**config.mk**
```make
export PLATFORM = sky130hd
export DESIGN_NAME = decimal_accumulator_machine
export DESIGN_NICKNAME = d
export VERILOG_FILES = /design/src/rtl/core/dam_pkg.sv /design/src/rtl/core/decimal_accumulator_machine.sv /design/src/rtl/core/dam_ram.sv /design/src/rtl/core/dam_div.sv
export SDC_FILE = /design/constraint.sdc
export NUM_CORES = 2
export LEC_CHECK = 0
export BUFFER_PORTS_ARGS = -buffer_cell sky130_fd_sc_hd__buf_2
export CAP_MARGIN = 40
export CORE_ASPECT_RATIO = 1.5
export CORE_UTILIZATION = 40
export CTS_BUF_LIST = sky130_fd_sc_hd__clkbuf_4 sky130_fd_sc_hd__clkbuf_8
export DETAILED_ROUTE_END_ITERATION = 6
export PLACE_DENSITY = 0.62
export SLEW_MARGIN = 10
export SYNTH_ARGS = -nofsm -noshare
export SYNTH_HDL_FRONTEND = slang
export SYNTH_SLANG_ARGS = --single-unit
```
**constraint.sdc**
```tcl
create_clock -name clock -period 9.5 [get_ports clock]
set_input_delay 0 -clock clock [delete_from_list [all_inputs] [get_ports clock]]
set_output_delay 0 -clock clock [all_outputs]
set_load 0.01 [all_outputs]
```
**src/rtl/core/dam_pkg.sv**
```systemverilog
// Shared types, constants and helper function of the decimal accumulator machine.
package dam_pkg;

   localparam int MemWordsDefault = 100;
   localparam int WordSplit = 100;
   localparam int WordWidth = 16;
   localparam int PcWidth = 7;
   localparam int StatusWidth = 3;

   // Input item kinds.
   localparam logic [1:0] KIND_WRITE = 2'd0;
   localparam logic [1:0] KIND_START = 2'd1;
   localparam logic [1:0] KIND_EXEC  = 2'd2;
   localparam logic [1:0] KIND_SPARE = 2'd3;

   // Result status codes.
   localparam logic [2:0] ST_OK      = 3'd0;
   localparam logic [2:0] ST_OUTPUT  = 3'd1;
   localparam logic [2:0] ST_HALT    = 3'd2;
   localparam logic [2:0] ST_DIVZERO = 3'd3;
   localparam logic [2:0] ST_BADOP   = 3'd4;

   // Instruction opcodes.
   localparam logic [6:0] OP_NONE   = 7'd0;
   localparam logic [6:0] OP_READ   = 7'd10;
   localparam logic [6:0] OP_WRITE  = 7'd11;
   localparam logic [6:0] OP_LOAD   = 7'd20;
   localparam logic [6:0] OP_STORE  = 7'd21;
   localparam logic [6:0] OP_ADD    = 7'd30;
   localparam logic [6:0] OP_SUB    = 7'd31;
   localparam logic [6:0] OP_DIV    = 7'd32;
   localparam logic [6:0] OP_MUL    = 7'd33;
   localparam logic [6:0] OP_BRANCH = 7'd40;
   localparam logic [6:0] OP_BRNEG  = 7'd41;
   localparam logic [6:0] OP_BRZERO = 7'd42;
   localparam logic [6:0] OP_HALT   = 7'd43;

   // Decoded instruction word.
   typedef struct packed {
      logic       neg;
      logic [6:0] op;
      logic [6:0] arg;
   } instr_type;

   // Quotient (9 bits) and remainder (7 bits) by 100 of a 15-bit value, via reciprocal
   // multiply.
   function automatic logic [15:0] split_q(input logic [14:0] mag);
      logic [31:0] prod;
      logic [8:0]  q;
      logic [14:0] r;
      begin
         prod = 32'(mag) * 32'd5243;
         q = prod[27:19];
         r = mag - 15'(q) * 15'd100;
         if (r >= 15'd100) begin
            q = q + 9'd1;
            r = r - 15'd100;
         end
         split_q = {q, r[6:0]};
      end
   endfunction

endpackage

```
**src/rtl/core/decimal_accumulator_machine.sv**
```systemverilog
// Top level of the decimal accumulator machine.
// One item is taken at a time. A memory write, a restart, an unused item kind, or an
// instruction on a stopped machine or past the last word goes through accept and result;
// any other instruction goes through accept, fetch, decode, operand read through the
// registered memory port, execute and result, and a divide instruction also through the
// bit-serial divider before the result. The result is held in an output register; the
// next item is accepted while it waits, and a finished item stalls only while that
// register is full. Memory is cleared after reset by a pass over all MemWords words, one
// word per cycle, during which no item is accepted.
module decimal_accumulator_machine #(
   parameter int MemWords = dam_pkg::MemWordsDefault
) (
   input  logic        clock,
   input  logic        reset,
   input  logic        req_tvalid,
   output logic        req_tready,
   input  logic [23:0] req_tdata,   // [6:0] address, [22:7] word, rest zero
   input  logic [1:0]  req_tuser,   // [1:0] item kind
   output logic        rsp_tvalid,
   input  logic        rsp_tready,
   output logic [47:0] rsp_tdata    // [2:0] status, [18:3] out_value, [25:19] next_pc,
                                    // [41:26] acc_value, rest zero
);

   localparam int AW = $clog2(MemWords) > 0 ? $clog2(MemWords) : 1;

   typedef enum logic [8:0] {
      S_CLEAR  = 9'b000000001,
      S_IDLE   = 9'b000000010,
      S_FETCH  = 9'b000000100,
      S_DECODE = 9'b000001000,
      S_OPRD   = 9'b000010000,
      S_EXEC   = 9'b000100000,
      S_DIV    = 9'b001000000,
      S_DONE   = 9'b010000000,
      S_WAIT   = 9'b100000000
   } state_type;

   state_type state_ff, state_in;
   logic [6:0]  clr_ff, clr_in;
   logic [15:0] acc_ff, acc_in;
   logic [6:0]  pc_ff, pc_in;
   logic        stopped_ff, stopped_in;
   logic [2:0]  cause_ff, cause_in;
   logic [15:0] word_ff, word_in;
   dam_pkg::instr_type ins_ff, ins_in;
   logic        rv_ff, rv_in;
   logic [2:0]  rst_ff, rst_in;
   logic [15:0] rout_ff, rout_in;
   logic [15:0] racc_ff, racc_in;
   logic [6:0]  rpc_ff, rpc_in;
   logic [2:0]  status_ff, status_in;
   logic [15:0] outv_ff, outv_in;

   logic            we;
   logic [AW-1:0]   waddr, raddr;
   logic [15:0]     wdata, rdata;
   logic            div_start, div_done;
   logic [15:0]     div_q;
   logic [1:0]      kind;
   logic [6:0]      in_addr;
   logic [15:0]     in_word;
   logic            acc_ok;
   logic [14:0]     mag;
   logic [15:0]     qr;
   logic [15:0]     opnd;
   logic            arg_ok;
   logic [15:0]     prod;

   assign kind = req_tuser;
   assign in_addr = req_tdata[6:0];
   assign in_word = req_tdata[22:7];
   assign acc_ok = req_tvalid && req_tready;
   assign req_tready = (state_ff == S_IDLE);

   dam_ram #(.Width(16), .Depth(MemWords), .AddrWidth(AW)) u_ram (
      .clock(clock), .wr_en(we), .wr_addr(waddr), .wr_data(wdata),
      .rd_addr(raddr), .rd_data(rdata)
   );

   dam_div u_div (
      .clock(clock), .reset(reset), .start(div_start), .dividend(acc_ff),
      .divisor(rdata), .done(div_done), .quotient(div_q)
   );

   // Instruction word split into sign, opcode and operand address. A negative word is
   // always an invalid instruction, so only the low 15 bits are split.
   assign mag = rdata[14:0];
   assign qr = dam_pkg::split_q(mag);
   assign arg_ok = 32'(ins_ff.arg) < 32'(MemWords);
   assign opnd = arg_ok ? rdata : 16'd0;
   assign prod = 16'($signed(acc_ff) * $signed(opnd));

   // Sequencer.
   always_comb begin
      state_in = state_ff;
      clr_in = clr_ff;
      acc_in = acc_ff;
      pc_in = pc_ff;
      stopped_in = stopped_ff;
      cause_in = cause_ff;
      word_in = word_ff;
      ins_in = ins_ff;
      rv_in = rv_ff;
      rst_in = rst_ff; rout_in = rout_ff; racc_in = racc_ff; rpc_in = rpc_ff;
      status_in = status_ff;
      outv_in = outv_ff;
      we = 1'b0;
      waddr = clr_ff[AW-1:0];
      wdata = '0;
      raddr = pc_ff[AW-1:0];
      div_start = 1'b0;
      if (rv_ff && rsp_tready) begin
         rv_in = 1'b0;
      end
      case (state_ff)
         S_CLEAR: begin
            we = 1'b1;
            clr_in = clr_ff + 7'd1;
            if (32'(clr_ff) == MemWords - 1) begin
               state_in = S_IDLE;
            end
         end
         S_IDLE: begin
            if (acc_ok) begin
               status_in = dam_pkg::ST_OK;
               outv_in = '0;
               word_in = in_word;
               state_in = S_DONE;
               if (kind == dam_pkg::KIND_WRITE) begin
                  if (32'(in_addr) < MemWords) begin
                     we = 1'b1;
                     waddr = in_addr[AW-1:0];
                     wdata = in_word;
                  end
               end else if (kind == dam_pkg::KIND_START) begin
                  acc_in = '0;
                  pc_in = '0;
                  stopped_in = 1'b0;
                  cause_in = dam_pkg::ST_OK;
               end else if (kind == dam_pkg::KIND_EXEC) begin
                  if (stopped_ff) begin
                     status_in = cause_ff;
                  end else if (32'(pc_ff) >= MemWords) begin
                     stopped_in = 1'b1;
                     cause_in = dam_pkg::ST_HALT;
                     status_in = dam_pkg::ST_HALT;
                  end else begin
                     state_in = S_FETCH;
                  end
               end
            end
         end
         S_FETCH: begin
            // Memory read of the instruction word is in flight.
            state_in = S_DECODE;
         end
         S_DECODE: begin
            // A quotient that does not fit seven bits is no valid opcode.
            ins_in.neg = rdata[15];
            ins_in.op = (qr[15:14] != 2'd0) ? dam_pkg::OP_NONE : qr[13:7];
            ins_in.arg = rdata[15] ? 7'd0 : qr[6:0];
            state_in = S_OPRD;
         end
         S_OPRD: begin
            raddr = ins_ff.arg[AW-1:0];
            state_in = S_EXEC;
         end
         S_EXEC: begin
            state_in = S_DONE;
            pc_in = pc_ff + 7'd1;
            if (ins_ff.neg) begin
               stopped_in = 1'b1; cause_in = dam_pkg::ST_BADOP;
               status_in = dam_pkg::ST_BADOP; pc_in = pc_ff;
            end else begin
               case (ins_ff.op)
                  dam_pkg::OP_READ: begin
                     we = arg_ok; waddr = ins_ff.arg[AW-1:0]; wdata = word_ff;
                  end
                  dam_pkg::OP_WRITE: begin
                     status_in = dam_pkg::ST_OUTPUT; outv_in = opnd;
                  end
                  dam_pkg::OP_LOAD: acc_in = opnd;
                  dam_pkg::OP_STORE: begin
                     we = arg_ok; waddr = ins_ff.arg[AW-1:0]; wdata = acc_ff;
                  end
                  dam_pkg::OP_ADD: acc_in = acc_ff + opnd;
                  dam_pkg::OP_SUB: acc_in = acc_ff - opnd;
                  dam_pkg::OP_MUL: acc_in = prod;
                  dam_pkg::OP_DIV: begin
                     if (opnd == 16'd0) begin
                        stopped_in = 1'b1; cause_in = dam_pkg::ST_DIVZERO;
                        status_in = dam_pkg::ST_DIVZERO; pc_in = pc_ff;
                     end else begin
                        div_start = 1'b1;
                        state_in = S_DIV;
                     end
                  end
                  dam_pkg::OP_BRANCH: pc_in = ins_ff.arg;
                  dam_pkg::OP_BRNEG: if (acc_ff[15]) pc_in = ins_ff.arg;
                  dam_pkg::OP_BRZERO: if (acc_ff == 16'd0) pc_in = ins_ff.arg;
                  dam_pkg::OP_HALT: begin
                     stopped_in = 1'b1; cause_in = dam_pkg::ST_HALT;
                     status_in = dam_pkg::ST_HALT; pc_in = 7'(MemWords);
                  end
                  default: begin
                     stopped_in = 1'b1; cause_in = dam_pkg::ST_BADOP;
                     status_in = dam_pkg::ST_BADOP; pc_in = pc_ff;
                  end
               endcase
            end
         end
         S_DIV: begin
            if (div_done) begin
               acc_in = div_q;
               state_in = S_DONE;
            end
         end
         S_DONE: begin
            // Load the result register once it is free.
            if (!rv_ff) begin
               rv_in = 1'b1;
               rst_in = status_ff;
               rout_in = outv_ff;
               rpc_in = pc_ff;
               racc_in = acc_ff;
               state_in = S_IDLE;
            end else begin
               state_in = S_WAIT;
            end
         end
         S_WAIT: begin
            state_in = S_DONE;
         end
         default: state_in = S_IDLE;
      endcase
   end

   always_ff @(posedge clock) begin
      if (reset) begin
         state_ff <= S_CLEAR;
         clr_ff <= '0;
         acc_ff <= '0;
         pc_ff <= '0;
         stopped_ff <= 1'b0;
         cause_ff <= '0;
         rv_ff <= 1'b0;
      end else begin
         state_ff <= state_in;
         clr_ff <= clr_in;
         acc_ff <= acc_in;
         pc_ff <= pc_in;
         stopped_ff <= stopped_in;
         cause_ff <= cause_in;
         rv_ff <= rv_in;
      end
      word_ff <= word_in;
      ins_ff <= ins_in;
      status_ff <= status_in;
      outv_ff <= outv_in;
      rst_ff <= rst_in;
      rout_ff <= rout_in;
      rpc_ff <= rpc_in;
      racc_ff <= racc_in;
   end

   assign rsp_tvalid = rv_ff;
   assign rsp_tdata = {6'd0, racc_ff, rpc_ff, rout_ff, rst_ff};

   // A stopped machine always carries a nonzero cause.
   a_cause: assert property (@(posedge clock) disable iff (reset)
      stopped_ff |-> cause_ff != dam_pkg::ST_OK) else $error("stopped without cause");

   // No item is taken during the clearing pass.
   a_clear: assert property (@(posedge clock) disable iff (reset)
      state_ff == S_CLEAR |-> !req_tready) else $error("ready during clear");

   // The program counter never goes beyond one past the last word.
   a_pc: assert property (@(posedge clock) disable iff (reset)
      32'(pc_ff) <= MemWords) else $error("pc out of range");

endmodule

```
**src/rtl/core/dam_ram.sv**
```systemverilog
// Generic RAM with one write port and one registered read port.
module dam_ram #(
   parameter int Width = 16,
   parameter int Depth = 100,
   parameter int AddrWidth = ($clog2(Depth) > 0) ? $clog2(Depth) : 1
) (
   input  logic                 clock,
   input  logic                 wr_en,
   input  logic [AddrWidth-1:0] wr_addr,
   input  logic [Width-1:0]     wr_data,
   input  logic [AddrWidth-1:0] rd_addr,
   output logic [Width-1:0]     rd_data
);

   logic [Width-1:0] mem [Depth];

   // Write port and registered read port.
   always_ff @(posedge clock) begin
      if (wr_en) begin
         mem[wr_addr] <= wr_data;
      end
      rd_data <= mem[rd_addr];
   end

endmodule

```
**src/rtl/core/dam_div.sv**
```systemverilog
// Iterative restoring divider for signed 16-bit operands, truncating toward zero.
module dam_div (
   input  logic        clock,
   input  logic        reset,
   input  logic        start,
   input  logic [15:0] dividend,
   input  logic [15:0] divisor,
   output logic        done,
   output logic [15:0] quotient
);

   logic [16:0] rem_ff, rem_in;
   logic [15:0] quo_ff, quo_in;
   logic [15:0] dvs_ff, dvs_in;
   logic        neg_ff, neg_in;
   logic [4:0]  cnt_ff, cnt_in;
   logic        busy_ff, busy_in;
   logic        done_ff, done_in;
   logic [16:0] trial;

   assign trial = {rem_ff[15:0], quo_ff[15]} - {1'b0, dvs_ff};

   // One quotient bit per cycle.
   always_comb begin
      rem_in = rem_ff;
      quo_in = quo_ff;
      dvs_in = dvs_ff;
      neg_in = neg_ff;
      cnt_in = cnt_ff;
      busy_in = busy_ff;
      done_in = 1'b0;
      if (start) begin
         rem_in = '0;
         quo_in = dividend[15] ? 16'(-dividend) : dividend;
         dvs_in = divisor[15] ? 16'(-divisor) : divisor;
         neg_in = dividend[15] ^ divisor[15];
         cnt_in = 5'd16;
         busy_in = 1'b1;
      end else if (busy_ff) begin
         if (!trial[16]) begin
            rem_in = trial;
            quo_in = {quo_ff[14:0], 1'b1};
         end else begin
            rem_in = {rem_ff[15:0], quo_ff[15]};
            quo_in = {quo_ff[14:0], 1'b0};
         end
         cnt_in = cnt_ff - 5'd1;
         if (cnt_ff == 5'd1) begin
            busy_in = 1'b0;
            done_in = 1'b1;
         end
      end
   end

   always_ff @(posedge clock) begin
      if (reset) begin
         busy_ff <= 1'b0;
         done_ff <= 1'b0;
         cnt_ff <= '0;
      end else begin
         busy_ff <= busy_in;
         done_ff <= done_in;
         cnt_ff <= cnt_in;
      end
      rem_ff <= rem_in;
      quo_ff <= quo_in;
      dvs_ff <= dvs_in;
      neg_ff <= neg_in;
   end

   assign done = done_ff;
   assign quotient = neg_ff ? 16'(-quo_ff) : quo_ff;

endmodule

```
# After elaboration in Yosys (flattened, before gate mapping)
# Memory sizes are Yosys's and may differ from the RTL's. A register that Yosys moved wholly into a read port is not among the register bits.
# Index checks and enable logic that the tools add are counted.
# totals
input_bits,30
ff_bits,192
ram_bits,1600
n_memories,1
wordCells,220
# classes
n_mul,3
n_reduce_logical,24
magnitude_cmp,4
n_mux,106
bitwise,3
eq_ne,41
add_sub_neg,12
# mem_list
name,words,width,read_ports,rd_ports_with_merged_regs,wr,line_no,source
u_ram.mem,100,16,1,1,1,dam_ram.sv:15,logic [Width-1:0] mem [Depth];
# op_table
operator,count
2-to-1 mux 16 bit,18
2-to-1 mux 7 bit,14
one-hot mux 16 bit (2 select lines),3
one-hot mux 9 bit (9 select lines),1
2-to-1 mux 8 bit,8
one-hot mux 16 bit (4 select lines),1
negation 16 bit,3
one-hot mux 16 bit (3 select lines),1
2-to-1 mux 9 bit,5
== test 7 x 6 -> 1 bit (second input constant),6
2-to-1 mux 3 bit,14
one-hot mux 7 bit (6 select lines),1
zero test 16 bit,2
== test 7 x 5 -> 1 bit (second input constant),4
multiplier 15 x 13 -> 28 bit (second input constant),1
one-hot mux 7 bit (2 select lines),2
2-to-1 mux 1 bit,27
subtractor 17 x 16 -> 17 bit,1
adder 16 bit,1
multiplier 16 x 16 -> 16 bit,1
subtractor 16 bit,1
greater-or-equal comparator 15 x 7 -> 1 bit (second input constant),1
2-to-1 mux 15 bit,1
subtractor 15 bit,1
other kinds (53),75

# Longest topological paths before layout
# logic_depth
word_depth,8
mapped_depth,41

# Cells and area by module
# Synthesis repeated with hierarchy kept, for this count alone.
# unflattened
cells_unflattened,4934
area_unflattened_um2,82499.1
# by_module_without_submodules
mod,seq_area_each_um2,area_each_um2,n_inst,cells_per_inst
dam_ram,48366.4,61725.4,1,2629
decimal_accumulator_machine,3643.5,16869.9,1,1875
dam_div,1451.4,3903.7,1,430

# Worst setup path after synthesis
# Ideal clock, no wire load.
# synth_timing
path_type,flip-flop to flip-flop
start,"register u_ram.rd_data[7], read port of u_ram.mem"
end,"register ins_ff[5] (netlist bit), data pin"
path_stages_with_launch,41
t_required_ps,9233
arrival_ps,8777
path_buffers,1
synth_period_minus_slack_ps,9044
slack_ps,456
path_cell_list,dfxtp_1 > clkbuf_1 > inv_1 > fa_1 > inv_1 > ha_1 > fa_1 > fa_1 > inv_1 > fa_1 > inv_1 > ha_1 > nand4_1 > a2111oi_2 > nand3_1 > a31oi_1 > o21ai_0 > nand2_1 > [5 not listed] > fa_1 > inv_1 > ha_1 > a21oi_1 > o22ai_1 > nor2_1 > xor2_1 > ha_1 > inv_1 > o21bai_1 > o31ai_1 > or4_1 > nand2_1 > nand4_1 > nor4b_4 > a31o_1 > xor2_1 > nor2_1
# synth_via
elab_chain_len,5
# synth_rtl
element,line_no,source
from (decl),dam_ram.sv:12,output logic [Width-1:0] rd_data
multiplier 15 x 13 -> 28 bit,dam_pkg.sv:52,prod = 32'(mag) * 32'd5243;
multiplier 9 x 5 -> 13 bit,dam_pkg.sv:54,r = mag - 15'(q) * 15'd100;
subtractor 15 bit *,dam_pkg.sv:54,
greater-or-equal comparator 15 x 7 -> 1 bit / subtractor 7 bit (equally long branches),"dam_pkg.sv:55, dam_pkg.sv:57",
2-to-1 mux 7 bit *,dam_pkg.sv:55,if (r >= 15'd100) begin
to (signal assigned),decimal_accumulator_machine.sv:258,ins_ff <= ins_in;
to (decl),decimal_accumulator_machine.sv:46,"dam_pkg::instr_type ins_ff, ins_in;"
# Mark *: on every way between the ends. The rest lies on a longest branch, timed or not.
# A chain may end at the register's enable or synchronous reset.

# Worst setup path after layout
# layout_timing
start,"register u_ram.rd_data[12], read port of u_ram.mem"
end,"register ins_ff[12] (netlist bit), data pin"
# layout_via
elab_chain_len,6
# layout_rtl
element,line_no,source
multiplier 15 x 13 -> 28 bit,dam_pkg.sv:52,
multiplier 9 x 5 -> 13 bit,dam_pkg.sv:54,
subtractor 15 bit,dam_pkg.sv:54,
greater-or-equal comparator 15 x 7 -> 1 bit,dam_pkg.sv:55,
2-to-1 mux 9 bit *,dam_pkg.sv:55,
nonzero test 2 bit,decimal_accumulator_machine.sv:161,ins_in.op = (qr[15:14] != 2'd0) ? dam_pkg::OP_NONE : qr[13:7];
# Marked as above.

==> impl_metrics.yaml <==
placement:
  place.gp.congestion: 0.911
  hpwl_um: 138000
  numPortBuffers: 72
  placed_cell_area_um2: 88000
  placed_cells: 8067
sta:
  setup_viol: 0
  maxSlewViolCount: 0
  fin_crit_ns: 9.04
  relSlewSlack_pct: 39.4
  hold_violations: 0
  finClkSkew_ns: 0.0910
  fmaxAchievable_mhz: 111
  worstMarginPinSlew_ns: 0.908
  fin_crit_sh_pct: 95.2
  tns_ns: 0
yosys:
  syn-cell-area_um2: 83000
  yosysMostFrequentCell: "edfxtp_1"
  synth_ff_type: "edfxtp_1"
  synth-edff-count: 1725
  yosys-top-cells-count: "1725 x edfxtp_1, 609 x nand2_1, 400 x mux4_2"
  synth_cells: 5344
  synth_largest_area_cell: "edfxtp_1"
  synth_top_area_share_pct: 62.4
  yosys_warnings: 0
  ys_top_cells_by_area: "edfxtp_1 62%, mux4_2 11%, ha_1 3.9%"
  yosysUniqueCellTypes: 92
  yosysSeqAreaShare_pct: 64.4
  synth-seq-cells: 1808
  synth-async-reset-ratio_pct: 0
  synth_area_per_cell_um2: 15.5
floorplanning:
  core.rowCount: 204
  ios: 80
  dieArea_um2: 209000
  start_util_pct: 40.3
  core_area_um2: 206000
  die_h_um: 560
  die_x_um: 374
clock_network:
  cts_buffers: 278
  root_buffer: "clkbuf_8"
  insertion_delay_ns: 0.92
  cts_sinks: 1808
  tritoncts: "built"
  clockBufferDepth: 4
  htreeDepth: 5
  clk_pin_slew_worst_paths_ns: 0.07
cells_and_area:
  fin_cells: 8603
  area_growth_pct: 13.1
  nets: 6155
  final_util_pct: 45.6
  fill_cells: 17800
  final_area_um2: 93900
  drive_gt1_share_pct: 21.1
setup_path:
  cpMostUsedCell: "ha_1"
  endpoint_kind: "flip-flop"
  reg2reg_slack_ns: 0.46
  r2r_cells: 39
  arrival_ns: 9.79
  start_kind: "flip-flop"
  critPathKind: "reg -> reg"
  slowest_delay_ns: 0.56
  cp_max_fo: 7
  reg2reg_from: "u_ram.rd_data[12]"
  r2r_end: "ins_ff[12]"
  cp_slowest_cell: "fa_1"
  critical_path_required_ns: 10.25
global_routing:
  grt_pass1_vias: 49800
  antenna_found_initial: 5
  globalRouteTotalUtil_pct: 20.5
  grt_pass1_wl_um: 322000
  overflow: 0
  grt_max_degree: 121
route:
  antenna_left: 0
  dr.pass1.iters: 7
  drtIter0Drc: 4301
  vias: 48200
  drc: 1
  wl_um: 217000
  wire_per_inst_um: 25.2
  via_per_inst: 5.60
hold_path:
  hp-class: "in -> reg"
  holdPathEnd: "u_ram.mem[98][0]"
  hold_depth: 5
  hp-start: "req_tdata[5]"
status:
  status: "finished with violations"
  violations: "DRC"
job:
  drv_cap: 0
area by class of cell:
type / instances / area [µm²] / share of cell area, %
multi-input combinational: 2936 / 27400 / 29.2
sequential: 1808 / 53500 / 56.9
clock buffer: 368 / 4530 / 4.83
antenna: 3 / 7.51 / 0.00799
inverter: 312 / 1170 / 1.25
clock inverter: 121 / 831 / 0.885
timing repair buffer: 377 / 3100 / 3.31
tap: 2678 / 3350 / 3.57
sequential cells by signal, indices dropped and copies added (netlist names), 5 cells and up:
signal and flops:
ins_ff 15, u_div.rem_ff 16, word_ff 16, acc_ff 16
u_div.dvs_ff 16, pc_ff 7, clr_ff 7, state_ff 9
u_div.cnt_ff 5, u_div.quo_ff 16, rout_ff 16, u_ram.rd_data 16
u_ram.mem 1600, rpc_ff 7, outv_ff 16, racc_ff 16
what timing repair did:
action / in CTS / in global routing
endpoints found under the setup margin: 0 / 12
hold buffers: 42 / 0
resized for setup: 0 / 32
setup buffers: 0 / 1
endpoints found under the hold margin: 901 / 0
layer usage:
layer	track usage (%)	share of wire, %	vias up
met5	0	0	-
met4	9.21	4.6	0
met3	2.85	6.0	440
met2	35.6	51	1814
met1	25.3	38	24800
li1	-	-	21100
cell usage in the layout (no fill, tap or decap), types with 17 or more instances in the layout:
master	n
buf_2	76
nand3_1	156
dlygate4sd3_1	42
nand2_1	608
o21ai_1	24
clkbuf_8	283
and2_1	18
a21oi_1	94
and3_1	144
buf_4	232
clkinv_1	61
buf_12	17
clkinv_2	29
mux4_2	400
clkbuf_4	85
edfxtp_1	1725
ha_1	256
fa_1	154
xnor2_1	91
a311oi_1	66
nor2_1	279
inv_1	310
nor2b_1	18
a31oi_1	53
mux2i_1	21
nand2b_1	19
a22oi_1	29
xor2_1	66
nor3_1	43
o21ai_0	112
dfxtp_1	78
critical path, delay by kind of cell, from the launching register on:
kind            cells  cell delay [ns]
simple gates        6             1.07
xor+xnor            3             0.49
buf+inv             6             0.49
fa+ha+maj          11             4.14
flops               1             0.37
compound gates     13             2.33
through the flow:
step	setup WS, ns	hold WS (ns)
after floorplan	0.456	0.0989
after global placement	0.197	0.199
after detailed placement	0.0700	0.202
after CTS	0.0300	0.00382
after global routing	-0.0322	0.0715
final	0.457	0.0996
kinds of logic (layout without fill, tap and decap cells):
family,count (synthesis),count (layout),synth area share (%)
multiplexers,434,434,11.3
buffers and inverters,605,1178,3.14
AND/OR/NAND/NOR,1366,1366,7.43
adder cells (fa/ha/maj),412,412,7.61
AO/OA/AOI/OAI,558,558,4.47
flip-flops,1808,1808,64.4
XOR/XNOR,160,160,1.69
other,1,9,0.00452
worst max-delay path by stage:
| stage | to | depth (start not counted) | from | slack (ns) |
|---|---|---|---|---|
| global route | ins_ff[13] | 39 | u_ram.rd_data[12] | -0.03 |
| floorplan | ins_ff[5] | 40 | u_ram.rd_data[7] | 0.46 |
| CTS | ins_ff[6] | 37 | u_ram.rd_data[11] | 0.03 |
| detailed placement | ins_ff[6] | 37 | u_ram.rd_data[11] | 0.07 |
| finish | ins_ff[12] | 39 | u_ram.rd_data[12] | 0.46 |
| global placement | ins_ff[6] | 39 | u_ram.rd_data[11] | 0.20 |
Power is left out: the tool's default activity adds up to more than one toggle a clock period on the data nets, which glitch-free logic cannot reach.
